[src/design/cdtm_pkg.sv]
// Shared types and constants for the color distance threshold mask block.
package cdtm_pkg;

   localparam int PIXEL_W  = 32;
   localparam int CHAN_W   = 8;
   localparam int SHIFT_W  = 5;
   localparam int LOSS_W   = 4;
   localparam int NUM_CHAN = 3;
   localparam int RGB_W    = NUM_CHAN * CHAN_W;
   localparam int SHIFTS_W = NUM_CHAN * SHIFT_W;
   localparam int LOSSES_W = NUM_CHAN * LOSS_W;
   localparam int CSR_IDX_W  = 3;
   localparam int CSR_DATA_W = RGB_W;

   typedef enum logic [CSR_IDX_W-1:0] {
      CSR_COMPARE_MODE  = 3'd0,
      CSR_REFERENCE_RGB = 3'd1,
      CSR_THRESHOLD_RGB = 3'd2,
      CSR_SHIFTS_A      = 3'd3,
      CSR_LOSSES_A      = 3'd4,
      CSR_SHIFTS_B      = 3'd5,
      CSR_LOSSES_B      = 3'd6
   } csr_index_type;

   typedef struct packed {
      logic                compare_mode;
      logic [RGB_W-1:0]    reference_rgb;
      logic [RGB_W-1:0]    threshold_rgb;
      logic [SHIFTS_W-1:0] shifts_a;
      logic [LOSSES_W-1:0] losses_a;
      logic [SHIFTS_W-1:0] shifts_b;
      logic [LOSSES_W-1:0] losses_b;
   } cfg_type;

endpackage

[src/design/cdtm_csr.sv]
// Configuration register file for the color distance threshold mask block.
module cdtm_csr (
   input  logic                             clock,
   input  logic                             reset,
   input  logic                             csr_wr_en,
   input  logic [cdtm_pkg::CSR_IDX_W-1:0]   csr_index,
   input  logic [cdtm_pkg::CSR_DATA_W-1:0]  csr_data,
   output cdtm_pkg::cfg_type                cfg
);

   cdtm_pkg::cfg_type cfg_ff;
   cdtm_pkg::cfg_type cfg_in;

   always_comb begin
      cfg_in = cfg_ff;
      if (csr_wr_en) begin
         case (csr_index)
            cdtm_pkg::CSR_COMPARE_MODE:
               cfg_in.compare_mode = csr_data[0];
            cdtm_pkg::CSR_REFERENCE_RGB:
               cfg_in.reference_rgb = csr_data[cdtm_pkg::RGB_W-1:0];
            cdtm_pkg::CSR_THRESHOLD_RGB:
               cfg_in.threshold_rgb = csr_data[cdtm_pkg::RGB_W-1:0];
            cdtm_pkg::CSR_SHIFTS_A:
               cfg_in.shifts_a = csr_data[cdtm_pkg::SHIFTS_W-1:0];
            cdtm_pkg::CSR_LOSSES_A:
               cfg_in.losses_a = csr_data[cdtm_pkg::LOSSES_W-1:0];
            cdtm_pkg::CSR_SHIFTS_B:
               cfg_in.shifts_b = csr_data[cdtm_pkg::SHIFTS_W-1:0];
            cdtm_pkg::CSR_LOSSES_B:
               cfg_in.losses_b = csr_data[cdtm_pkg::LOSSES_W-1:0];
            default:
               cfg_in = cfg_ff;
         endcase
      end
   end

   always_ff @(posedge clock) begin
      if (reset) begin
         cfg_ff <= '0;
      end else begin
         cfg_ff <= cfg_in;
      end
   end

   assign cfg = cfg_ff;

endmodule

[src/design/cdtm_chan.sv]
// One color channel: extract from both surfaces, take distance to surface B or the reference, compare to threshold.
module cdtm_chan (
   input  logic [cdtm_pkg::PIXEL_W-1:0] pixel_a,
   input  logic [cdtm_pkg::PIXEL_W-1:0] pixel_b,
   input  logic [cdtm_pkg::SHIFT_W-1:0] shift_a,
   input  logic [cdtm_pkg::LOSS_W-1:0]  loss_a,
   input  logic [cdtm_pkg::SHIFT_W-1:0] shift_b,
   input  logic [cdtm_pkg::LOSS_W-1:0]  loss_b,
   input  logic                         compare_mode,
   input  logic [cdtm_pkg::CHAN_W-1:0]  ref_chan,
   input  logic [cdtm_pkg::CHAN_W-1:0]  thr_chan,
   output logic                         below
);

   logic [cdtm_pkg::PIXEL_W-1:0] shifted_a;
   logic [cdtm_pkg::PIXEL_W-1:0] shifted_b;
   logic [cdtm_pkg::CHAN_W-1:0]  keep_a;
   logic [cdtm_pkg::CHAN_W-1:0]  keep_b;
   logic [cdtm_pkg::CHAN_W-1:0]  masked_a;
   logic [cdtm_pkg::CHAN_W-1:0]  masked_b;
   logic [cdtm_pkg::CHAN_W-1:0]  chan_a;
   logic [cdtm_pkg::CHAN_W-1:0]  chan_b;
   logic [cdtm_pkg::CHAN_W-1:0]  other;
   logic [cdtm_pkg::CHAN_W-1:0]  distance;

   always_comb begin
      shifted_a = pixel_a >> shift_a;
      shifted_b = pixel_b >> shift_b;
      keep_a    = {cdtm_pkg::CHAN_W{1'b1}} >> loss_a;
      keep_b    = {cdtm_pkg::CHAN_W{1'b1}} >> loss_b;
      masked_a  = shifted_a[cdtm_pkg::CHAN_W-1:0] & keep_a;
      masked_b  = shifted_b[cdtm_pkg::CHAN_W-1:0] & keep_b;
      chan_a    = masked_a << loss_a;
      chan_b    = masked_b << loss_b;
      other     = compare_mode ? chan_b : ref_chan;
      distance  = (chan_a > other) ? (chan_a - other) : (other - chan_a);
      below     = distance < thr_chan;
   end

endmodule

[src/design/color_distance_threshold_mask.sv]
// Top level: per-channel color threshold mask over a stream of pixel words.
// Pipeline: an input transfer loads the input register, which feeds three
// channel units; their result is registered, and rsp_valid rises with it.
// Throughput: one pixel per cycle while rsp_stall is low; the input and result
// registers each advance when the next stage frees up.
// Reset: synchronous; clears both pipeline valid bits and all config registers.
module color_distance_threshold_mask (
   input  logic                             clock,
   input  logic                             reset,
   input  logic                             req_valid,
   output logic                             req_stall,
   input  logic [cdtm_pkg::PIXEL_W-1:0]     req_pixel_a,
   input  logic [cdtm_pkg::PIXEL_W-1:0]     req_pixel_b,
   output logic                             rsp_valid,
   input  logic                             rsp_stall,
   output logic                             rsp_in_mask,
   input  logic                             csr_wr_en,
   input  logic [cdtm_pkg::CSR_IDX_W-1:0]   csr_index,
   input  logic [cdtm_pkg::CSR_DATA_W-1:0]  csr_data
);

   cdtm_pkg::cfg_type cfg;

   logic                          s1_valid_ff;
   logic                          s1_valid_in;
   logic [cdtm_pkg::PIXEL_W-1:0]  s1_pixel_a_ff;
   logic [cdtm_pkg::PIXEL_W-1:0]  s1_pixel_b_ff;
   logic                          rsp_valid_ff;
   logic                          rsp_valid_in;
   logic                          rsp_in_mask_ff;
   logic                          out_load;
   logic                          req_xfer;
   logic [cdtm_pkg::NUM_CHAN-1:0] below;

   cdtm_csr u_csr (
      .clock     (clock),
      .reset     (reset),
      .csr_wr_en (csr_wr_en),
      .csr_index (csr_index),
      .csr_data  (csr_data),
      .cfg       (cfg)
   );

   for (genvar i = 0; i < cdtm_pkg::NUM_CHAN; i++) begin : g_chan
      cdtm_chan u_chan (
         .pixel_a      (s1_pixel_a_ff),
         .pixel_b      (s1_pixel_b_ff),
         .shift_a      (cfg.shifts_a[i*cdtm_pkg::SHIFT_W +: cdtm_pkg::SHIFT_W]),
         .loss_a       (cfg.losses_a[i*cdtm_pkg::LOSS_W +: cdtm_pkg::LOSS_W]),
         .shift_b      (cfg.shifts_b[i*cdtm_pkg::SHIFT_W +: cdtm_pkg::SHIFT_W]),
         .loss_b       (cfg.losses_b[i*cdtm_pkg::LOSS_W +: cdtm_pkg::LOSS_W]),
         .compare_mode (cfg.compare_mode),
         .ref_chan     (cfg.reference_rgb[i*cdtm_pkg::CHAN_W +: cdtm_pkg::CHAN_W]),
         .thr_chan     (cfg.threshold_rgb[i*cdtm_pkg::CHAN_W +: cdtm_pkg::CHAN_W]),
         .below        (below[i])
      );
   end

   assign out_load  = !rsp_valid_ff || !rsp_stall;
   assign req_stall = s1_valid_ff && !out_load;
   assign req_xfer  = req_valid && !req_stall;

   always_comb begin
      s1_valid_in  = s1_valid_ff;
      rsp_valid_in = rsp_valid_ff;
      if (out_load) begin
         rsp_valid_in = s1_valid_ff;
      end
      if (!s1_valid_ff || out_load) begin
         s1_valid_in = req_valid;
      end
   end

   always_ff @(posedge clock) begin
      if (reset) begin
         s1_valid_ff  <= 1'b0;
         rsp_valid_ff <= 1'b0;
      end else begin
         s1_valid_ff  <= s1_valid_in;
         rsp_valid_ff <= rsp_valid_in;
      end
   end

   always_ff @(posedge clock) begin
      if (req_xfer) begin
         s1_pixel_a_ff <= req_pixel_a;
         s1_pixel_b_ff <= req_pixel_b;
      end
      if (out_load && s1_valid_ff) begin
         rsp_in_mask_ff <= &below;
      end
   end

   assign rsp_valid   = rsp_valid_ff;
   assign rsp_in_mask = rsp_in_mask_ff;

   a_reset_clears: assert property (@(posedge clock)
      reset |=> !s1_valid_ff && !rsp_valid_ff)
      else $error("pipeline valid bits not cleared by reset");

   a_stall_needs_item: assert property (@(posedge clock) disable iff (reset)
      req_stall |-> s1_valid_ff)
      else $error("input stalled with empty input register");

   a_xfer_fills_s1: assert property (@(posedge clock) disable iff (reset)
      req_xfer |=> s1_valid_ff)
      else $error("transferred item lost from input register");

   a_s1_moves_out: assert property (@(posedge clock) disable iff (reset)
      s1_valid_ff && out_load |=> rsp_valid_ff)
      else $error("item did not reach result register");

   a_zero_thr_clear: assert property (@(posedge clock) disable iff (reset)
      s1_valid_ff && out_load && cfg.threshold_rgb == '0 && !csr_wr_en
      |=> !rsp_in_mask)
      else $error("mask set with zero thresholds");

endmodule

[config.mk]
export PLATFORM = sky130hd
export DESIGN_NAME = color_distance_threshold_mask
export DESIGN_NICKNAME = d
export VERILOG_FILES = /design/src/design/cdtm_pkg.sv /design/src/design/cdtm_csr.sv /design/src/design/cdtm_chan.sv /design/src/design/color_distance_threshold_mask.sv
export SDC_FILE = /design/constraint.sdc
export NUM_CORES = 1
export LEC_CHECK = 0
export BUFFER_PORTS_ARGS = -buffer_cell sky130_fd_sc_hd__buf_4
export CAP_MARGIN = 0
export CORE_MARGIN = 5
export CORE_UTILIZATION = 45
export DETAILED_ROUTE_END_ITERATION = 12
export HOLD_SLACK_MARGIN = 0.15
export PLACE_DENSITY = 0.63
export SYNTH_ARGS = -nofsm -noshare
export SYNTH_HDL_FRONTEND = slang
export SYNTH_SLANG_ARGS = --single-unit
export TNS_END_PERCENT = 100
[constraint.sdc]
create_clock -name clock -period 4.8 [get_ports clock]
set_input_delay 0 -clock clock [delete_from_list [all_inputs] [get_ports clock]]
set_output_delay 0 -clock clock [all_outputs]
set_load 0.05 [all_outputs]
==> results of run 1 <==
where the power goes:
| part | switching (mW) | internal (mW) |
|---|---|---|
| combinational | 1.09 | 1.16 |
| sequential | 0.0669 | 1.55 |
| clock | 0.711 | 0.689 |
how the worst max path moves through the flow:
stage,end,slack (ns)
floorplan,rsp_in_mask,-0.18
global placement,rsp_in_mask,-0.83
detailed placement,rsp_in_mask,-0.95
CTS,rsp_in_mask,-0.78
global route,rsp_in_mask,-1.17
finish,rsp_in_mask,-0.94
placed cells by master, fill, tap and decap left out, types with 61 or more instances in the layout:
master                          synthesis  layout
sky130_fd_sc_hd__dlygate4sd3_1          0      99
sky130_fd_sc_hd__nor2_1                95      91
sky130_fd_sc_hd__mux4_2               132     132
sky130_fd_sc_hd__buf_4                 13     561
sky130_fd_sc_hd__dfxtp_1              105      96
sky130_fd_sc_hd__ha_1                  66      61
sky130_fd_sc_hd__nand2_1              305     305
sky130_fd_sc_hd__mux2i_1              191     183
sky130_fd_sc_hd__a21oi_1              158     155
sky130_fd_sc_hd__inv_1                 63      63
sky130_fd_sc_hd__edfxtp_1              65      65
cells by family after synthesis:
logic type,after synthesis
compound gates,484
buf+inv,269
fa+ha+maj,72
xor+xnor,17
simple gates,630
flops,170
mux,373
tightest hold or removal path, delay by kind of cell:
family | cells | cell delay, ns
buffers and inverters | 1 | 0.12
and+or+nand+nor | 3 | 0.48
AOI/OAI and AO/OA | 1 | 0.05
cell type report:
class                   instances  share of cell area (%)
clock inverters                15                  0.6179
clock buffers                  17                   1.736
well taps                     525                   2.681
inverters                      68                   1.042
flip-flops and latches        170                   16.62
multi-input cells            1576                   54.16
repair buffers                686                   23.14
per-layer routing:
metal,routed length (µm),global-route usage (%)
met5,0,0
met4,1691,8.115
met3,5719,6.490
met2,29480,44.27
met1,27270,39.44
registers in the layout, summed over array words and instances, names as in the netlist:
signal / cells
rsp_in_mask: 1
rsp_valid: 1
s1_pixel_a_ff: 32
s1_pixel_b_ff: 32
s1_valid_ff: 1
u_csr.cfg: 103
metrics by stage:
stage                     cell area (µm²)  hold slack (ns)
after CTS                           24140           0.1705
after global placement              22530           0.1778
after floorplan                     18380          0.09887
final                               24500           0.2245
after detailed placement            22530           0.1793
after global routing                24500           0.2115
what timing repair did:
| action | 4_1_cts | 5_1_grt |
|---|---|---|
| setup endpoints to repair | 1 | 1 |
| pin swaps | 5 | 34 |
| setup buffers | 2 | 20 |
| hold endpoints to repair | 202 | 0 |
| resized for setup | 13 | 50 |
| hold buffers | 99 | 0 |
==> results.md, run 1 <==
- The leakage power of the design is roughly 9.4 nW.
- After synthesis, the cell types taking the most area are sky130_fd_sc_hd__mux4_2 16%, sky130_fd_sc_hd__dfxtp_1 12%, sky130_fd_sc_hd__edfxtp_1 11%.
- The checks that failed: setup timing.
- The simple logic cell fraction of the synthesized area is about 16%.
- The gate family responsible for the most delay along the worst path is compound AO/OA/AOI/OAI gates.
- The cell repeated most along the worst path is sky130_fd_sc_hd__buf_4.
- The count of H-tree levels built during CTS is 4.
- When the netlist entered floorplanning its net count stood at 2183.
- The fraction of layout cells with a size suffix above 1 is between 30% and 40%.
- The hold violation total from the final report is 0.
- The fraction of registers with async set or reset after synthesis is 0%.
- The core occupancy in the finished layout is roughly three fifths.
- The initial antenna violation count is 1.
- The post-route total power is around 5.3 mW.
- The library cell with the highest instance count after synthesis is sky130_fd_sc_hd__nand2_1.
- In this run, CTS created clock tree buffers numbering 17.
- The post-synthesis adder-cell area fraction is 5.189%.
- The worst setup path is captured at a register.
- The register-to-register path setup slack is -0.94 ns.
- The total global-route track usage is about 28%.
- Adding up every negative setup slack in the final design gives -0.9448 ns.
- The number of instances in the synthesized netlist is just over 2000.
- Summing the sequential cell areas from Yosys gives around 22% of the chip area.
- For hold timing, the worst endpoint is u_csr.cfg[58].
- The number of slew-limit violations in the final report came to 0.
- The number of vias per cell after detailed routing is ~6.1.
- The number of nets in the layout is roughly 2700.
- The number of setup violations in the final report is 1.
- 99 I/O pins were placed.
- The minimum clock period is between 5 and 6 ns.
- Dividing the synthesized area by the synthesized cell count gives 9.047 µm².
- The area of all sequential standard cells is about 4100 µm².
- The number of cells on the critical path is 26.
- After synthesis, the most frequently instantiated cells are 305 x sky130_fd_sc_hd__nand2_1, 191 x sky130_fd_sc_hd__mux2i_1, 158 x sky130_fd_sc_hd__a21oi_1, 132 x sky130_fd_sc_hd__mux4_2, 114 x sky130_fd_sc_hd__clkbuf_1.
- The core region is 39910 µm².
- The root buffer cell chosen for the clock tree is sky130_fd_sc_hd__clkbuf_16.
- After detailed routing, the number of remaining DRC violations is 0.
- During synthesis, Yosys emitted a total of 0 warnings.
- The multi-input combinational cells in the finished layout cover a total of 13270 µm².
- The worst path arrival time is 5.98 ns.
- The count of cells along the worst hold path is 5.
- In this run the horizontal extent of the chip is about 210 µm.
- The highest net fanout along the worst path is 7.
- After synthesis, the largest area contributor takes up ~16% of total cell area.
- Across all layers, the routed design uses approximately 19000 vias.
- Yosys mapped a number of flops with a built-in enable equal to between 60 and 70.
- In this run the critical register-to-register path is launched from s1_pixel_b_ff[5].
- The startpoint identified for the worst hold timing path is csr_index[2].
- The worst ir drop on vdd is 0.2372 mV.
- The power density relative to cell area is 215.2 nW/µm².
- The achievable frequency is roughly 170 MHz.
- The wire length per cell after detailed routing is about 21 µm.
- TritonCTS built the clock tree.
- The launch point of the worst path is s1_pixel_b_ff[5].
- The number of buffers inserted by port buffering is between 90 and 100.
- The number of different library cells used by synthesis comes to 96.
- The total of max-cap violations is 0.
- The number of cell rows is between 70 and 80.
- The master of the slowest instance on the critical path is sky130_fd_sc_hd__mux4_2.
- Including well taps, the total number of placed cells is roughly 2900.
- The area overhead of the layout relative to synthesis is 34.41%.
- The capturing point of the worst reg2reg path is rsp_in_mask.
- Once detail routing completed, the nets flagged for antenna violations numbered 0.
- The initial utilization of the core area, before any placement, comes to 45.67%.
- The portion of synthesized area spent on multiplexers is between 30 and 40%.
- The number of global-route vias before repair is about 18000.
- The floorplan step defined a die boundary enclosing 44640 µm².
- The first-pass iteration count of the detailed router is 6.
- The min-delay analysis places its worst path in the category in -> reg.
- For this run, the slowest stage of the critical path takes approximately 0.50 ns.
- The initial DRC count is around 2000.
- The data required time at the worst endpoint is around 5.0 ns.
- The number of antenna diodes in the final layout is 0.
- Setup repair after global routing could not meet its margin everywhere.
- The critical path class is reg -> reg.
- After clock tree synthesis, the clock-pin slew on the worst setup and hold paths is 0.07 ns.
- Between clock sinks in the finished design, the worst skew comes to between 0.009 and 0.01 ns.
- The synthesized netlist devotes between 10% and 20% of its cell area to compound gates.
- The global-route wire length before repair is about 100000 µm.
- The total congestion overflow is 0.
- The cell count of the worst reg-to-reg path is 26.
- Wires add up to about 64000 µm.
- The register bit count reported by yosys is 170.
- The flow ran to the end, but the final reports show violations.
- The relative slew slack is 15.27%.
- After layout, the worst path uses 119.7% of the clock period.
- The half-perimeter wire length after detailed placement is slightly below 50000 µm.
- Before CTS, the worst setup slack after placement is -0.9550 ns.
- Summing the areas of all xor and xnor instances in the mapped netlist gives less than 1% of the synthesized area.
- The largest total area in the synthesized netlist belongs to sky130_fd_sc_hd__mux4_2.
- After the flow finishes, the layout carries non-filler instances totaling roughly 3100.
- The critical path contains buffers and inverters numbering 7 combined.
- For this run, the leading register cell type out of synthesis is sky130_fd_sc_hd__dfxtp_1.
- The clock passes through at most 2 buffers.
- The worst-margin pin slew is between 1 and 1.5 ns.
- The final RePlAce weighted congestion is roughly 1.
- The die is between 200 and 250 µm tall.
- The cell area after technology mapping is between 15000 and 20000 µm².
- The clock net sink count is 170.
- The dominant combinational cell family by area after synthesis is multiplexers.
- The kind of start point of the critical path is a register.
- The largest net degree at the start of global routing is 75.
- The clock latency on the worst-skew pair is between 0.4 and 0.5 ns.
- The worst path setup slack after routing is -0.9448 ns.
- The filler cells instantiated in the layout total 3322.
Note: power is estimated with default switching activity, not from simulation.
==> run 2, diff against run 1 <==
CORE_ASPECT_RATIO = 1.75   (was default)
==> results.md, run 2 (same netlist as run 1, synthesis figures left out) <==
- The net switching power was 1.950 mW (+4.4%).
- The filler-free cell count of the finished design is 3062 (+0.16%).
- The number of fill cells in the layout is 3377 (+1.7%).
- The cell repeated most along the worst path is sky130_fd_sc_hd__buf_4.
- The capturing point of the worst reg2reg path is rsp_in_mask.
- The end of the worst hold path is u_csr.cfg[28].
- The final reports fail on setup timing.
- The core occupancy in the finished layout is 62.75% (+1.4 points).
- The leakage power of the design is 9.651 nW (+3.0%).
- STA classifies the critical path endpoint as a register.
- The master of the slowest instance on the critical path is sky130_fd_sc_hd__mux4_2.
- The number of vias per cell after detailed routing is 6.146 (+0.77%).
- CTS placed an instance of sky130_fd_sc_hd__clkbuf_16 at the clock tree root.
- The largest net degree at the start of global routing is 55 (-27%).
- The internal power is 3.457 mW (+1.6%).
- The worst path setup slack after routing is -0.7355 ns (+0.2093 ns).
- The maximum clock skew at final layout is 0.01052 ns (+0.0009630 ns).
- The setup path with the least slack is of type reg -> reg.
- The clock-pin slew on the worst setup and hold paths came to 0.08 ns (about the same).
- The cell count of the worst reg-to-reg path is 23 (-12%).
- From synthesis to final layout, the design area changed by 37.85%.
- Walking the worst path, the cells encountered are buf_6 > mux4_2 > mux2_4 > a222oi_1 > o211a_1 > buf_4 > nor4_1 > a21o_1 > ha_2 > fa_2 > nor2b_4 > o2111ai_4 > a21oi_4 > mux2_4 > nand3b_1 > o221ai_2 > buf_4 > xnor2_1 > ha_1 > o21ai_1 > a21oi_1 > buf_4 > nor4_4.
- The gate family responsible for the most delay along the worst path is compound AO/OA/AOI/OAI gates.
- The highest net fanout along the worst path is 6 (-1).
- The clock net sink count was 170 (unchanged).
- The number of slew-limit violations in the final report is 0 (unchanged).
- The switching share of total power is 36.06% (+0.63 points).
- The starting density of the core is 45.52% (-0.16 points).
- The TritonCTS clock tree is done.
- The total congestion overflow is 0 (unchanged).
- The initial antenna violation count is 0 (-1).
- The kind of start point of the critical path is a register.
- The total core area is 40050 µm² (+0.34%).
- The maximum number of buffers from clock root to sink is 2 (unchanged).
- The path type of the worst min-delay path is in -> reg.
- The number of buffers inserted by port buffering is 98 (unchanged).
- The achievable frequency is 180.7 MHz (+3.8%).
- The initial DRC count is 1069 (-46%).
- The area taken by multi-input logic gates is 13490 µm² (+1.6%).
- The total global-route track usage is 31.67% (+3.4 points).
- The worst-margin pin slew was 1.124 ns (-0.1428 ns).
- The power density relative to cell area is 215.2 nW/µm² (about the same).
- The diode insertion count for antenna repair was 0 (unchanged).
- The worst path arrival time came to 5.83 ns (-0.15 ns).
- The area of all placed cells without fillers is 25130 µm² (+2.6%).
- The die width is 162.2 µm (-23%).
- The library cells used most frequently in the layout, excluding fill and tap cells, are 580 x sky130_fd_sc_hd__buf_4, 302 x sky130_fd_sc_hd__nand2_1, 181 x sky130_fd_sc_hd__mux2i_1.
- The area of all sequential standard cells is 4074 µm² (about the same).
- The share of the cycle needed by the critical path after routing is 115.3% (-4.4 points).
- The global-route wire length before repair is 109800 µm (+9.4%).
- The count of cells along the worst hold path was 6 (+1).
- The number of setup violations in the final report was 1 (unchanged).
- The half-perimeter wire length after detailed placement is 57840 µm (+18%).
- The wire length per cell after detailed routing is 23.65 µm (+13%).
- The part of the total power dissipated in the clock network is 26.4% (about the same).
- The fraction of layout cells with a size suffix above 1 was 37.09% (+2.1 points).
- The run finished, with violations left.
- The post-placement cell area is 22780 µm² (+1.1%).
- The worst hold path begins at csr_index[2].
- The startpoint identified for the worst register-to-register timing path is s1_pixel_b_ff[13].
- The number of nets in the layout is 2722 (+1.3%).
- The number of cell rows came to 97 (+33%).
- The number of buffer and inverter stages on the critical path is 4 (-3).
- The wire length after detailed routing is 72430 µm (+13%).
- The total negative setup slack is -0.7355 ns (+0.2093 ns).
- The clock latency on the worst-skew pair was 0.47 ns (-0.02 ns).
- The largest stage delay on the critical path is 0.48 ns (-0.02 ns).
- The full die area is 44800 µm² (+0.36%).
- The via total after detailed routing is 18819 (+0.93%).
- The register-to-register path setup slack is -0.74 ns (+0.21 ns).
- The count of antenna-violating nets left after detailed routing is 0 (unchanged).
- The post-route total power is 5.407 mW (+2.6%).
- The post-placement cell count came to 2898 (-0.28%).
- The final RePlAce weighted congestion was 1.054 (+5.8%).
- Setup repair after global routing could not meet its margin everywhere.
- The minimum clock period is 5.536 ns (-0.2093 ns).
- The library cell used most frequently in the layout, excluding fill and tap cells, is sky130_fd_sc_hd__buf_4.
- The DRC violations left is 0 (unchanged).
- The portion of total power attributed to sequential cells is 29.6% (-1.1 points).
- The logic gate share of total power came to 44.0% (+1.3 points).
- The data required time at the worst endpoint is 5.10 ns (+0.07 ns).
- The y dimension of the die was 276.3 µm (+31%).
- The count of H-tree levels built during CTS was 4 (unchanged).
- The total of max-cap violations is 0 (unchanged).
- The count of boundary I/O pins is 99 (unchanged).
- The number of global-route vias before repair came to 19447 (+7.9%).
- The first-pass iteration count of the detailed router is 7 (+1).
- The worst ir drop on vdd was 0.2270 mV (-4.3%).
- The hold violation total from the final report is 0 (unchanged).
- The relative slew slack is 25.02% (+9.7 points).
- The TritonCTS buffer count is 17 (unchanged).
- The flip-flop count of the largest register, all copies and words added is 103 (unchanged).
## run 2: power groups by stage
stage	sequential, mW	combinational [mW]	clock, mW
after global routing	1.61	2.56	1.51
after global placement	1.64	2.08	0
after floorplan	1.63	1.21	0
final	1.60	2.38	1.43
after detailed placement	1.64	2.10	0
after CTS	1.60	2.26	1.45
## run 2: area by class of cell
class / count / area share (%)
multi-input combinational: 1576 / 53.67
timing repair buffer: 721 / 24.28
sequential: 170 / 16.21
tap: 495 / 2.465
clock buffer: 17 / 1.693
inverter: 68 / 1.016
clock inverter: 15 / 0.6721
## run 2: per-stage QoR
step	hold slack [ns]	setup WS (ns)
4_1_cts	0.2169	-0.6842
3_3_place_gp	0.1780	-0.8665
2_1_floorplan	0.09887	-0.1827
3_5_place_dp	0.1793	-0.9918
5_1_grt	0.2409	-0.9965
6_report	0.2300	-0.7355
## run 2: per-layer routing
| layer | GRT usage [%] | share of wire, % | wire length (µm) |
|---|---|---|---|
| met3 | 3.204 | 3.4 | 2435 |
| met1 | 30.08 | 33 | 23610 |
| met2 | 59.87 | 54 | 39250 |
| met5 | 0 | 0 | 0 |
| met4 | 26.05 | 9.8 | 7133 |
## run 2: timing repair
action	in CTS	in global routing
endpoints found under the hold margin	202	0
resized for setup	53	57
hold buffers	97	0
endpoints found under the setup margin	1	1
setup buffers	21	14
pin swaps	31	29
## run 2: worst max path at each step
stage,startpoint,endpoint,slack (ns),depth (start not counted)
final,s1_pixel_b_ff[13],rsp_in_mask,-0.74,23
after global routing,s1_pixel_b_ff[13],rsp_in_mask,-1.0,24
after CTS,s1_pixel_b_ff[13],rsp_in_mask,-0.68,23
after detailed placement,s1_pixel_b_ff[30],rsp_in_mask,-0.99,22
after global placement,s1_pixel_b_ff[5],rsp_in_mask,-0.87,22
after floorplan,s1_pixel_b_ff[15],rsp_in_mask,-0.18,22
## run 2: tightest hold or removal path: cells and delay by family
| kind | cells | cell delay [ns] |
|---|---|---|
| AND/OR/NAND/NOR | 3 | 0.27 |
| AO/OA/AOI/OAI | 1 | 0.05 |
| buffers and inverters | 2 | 0.33 |
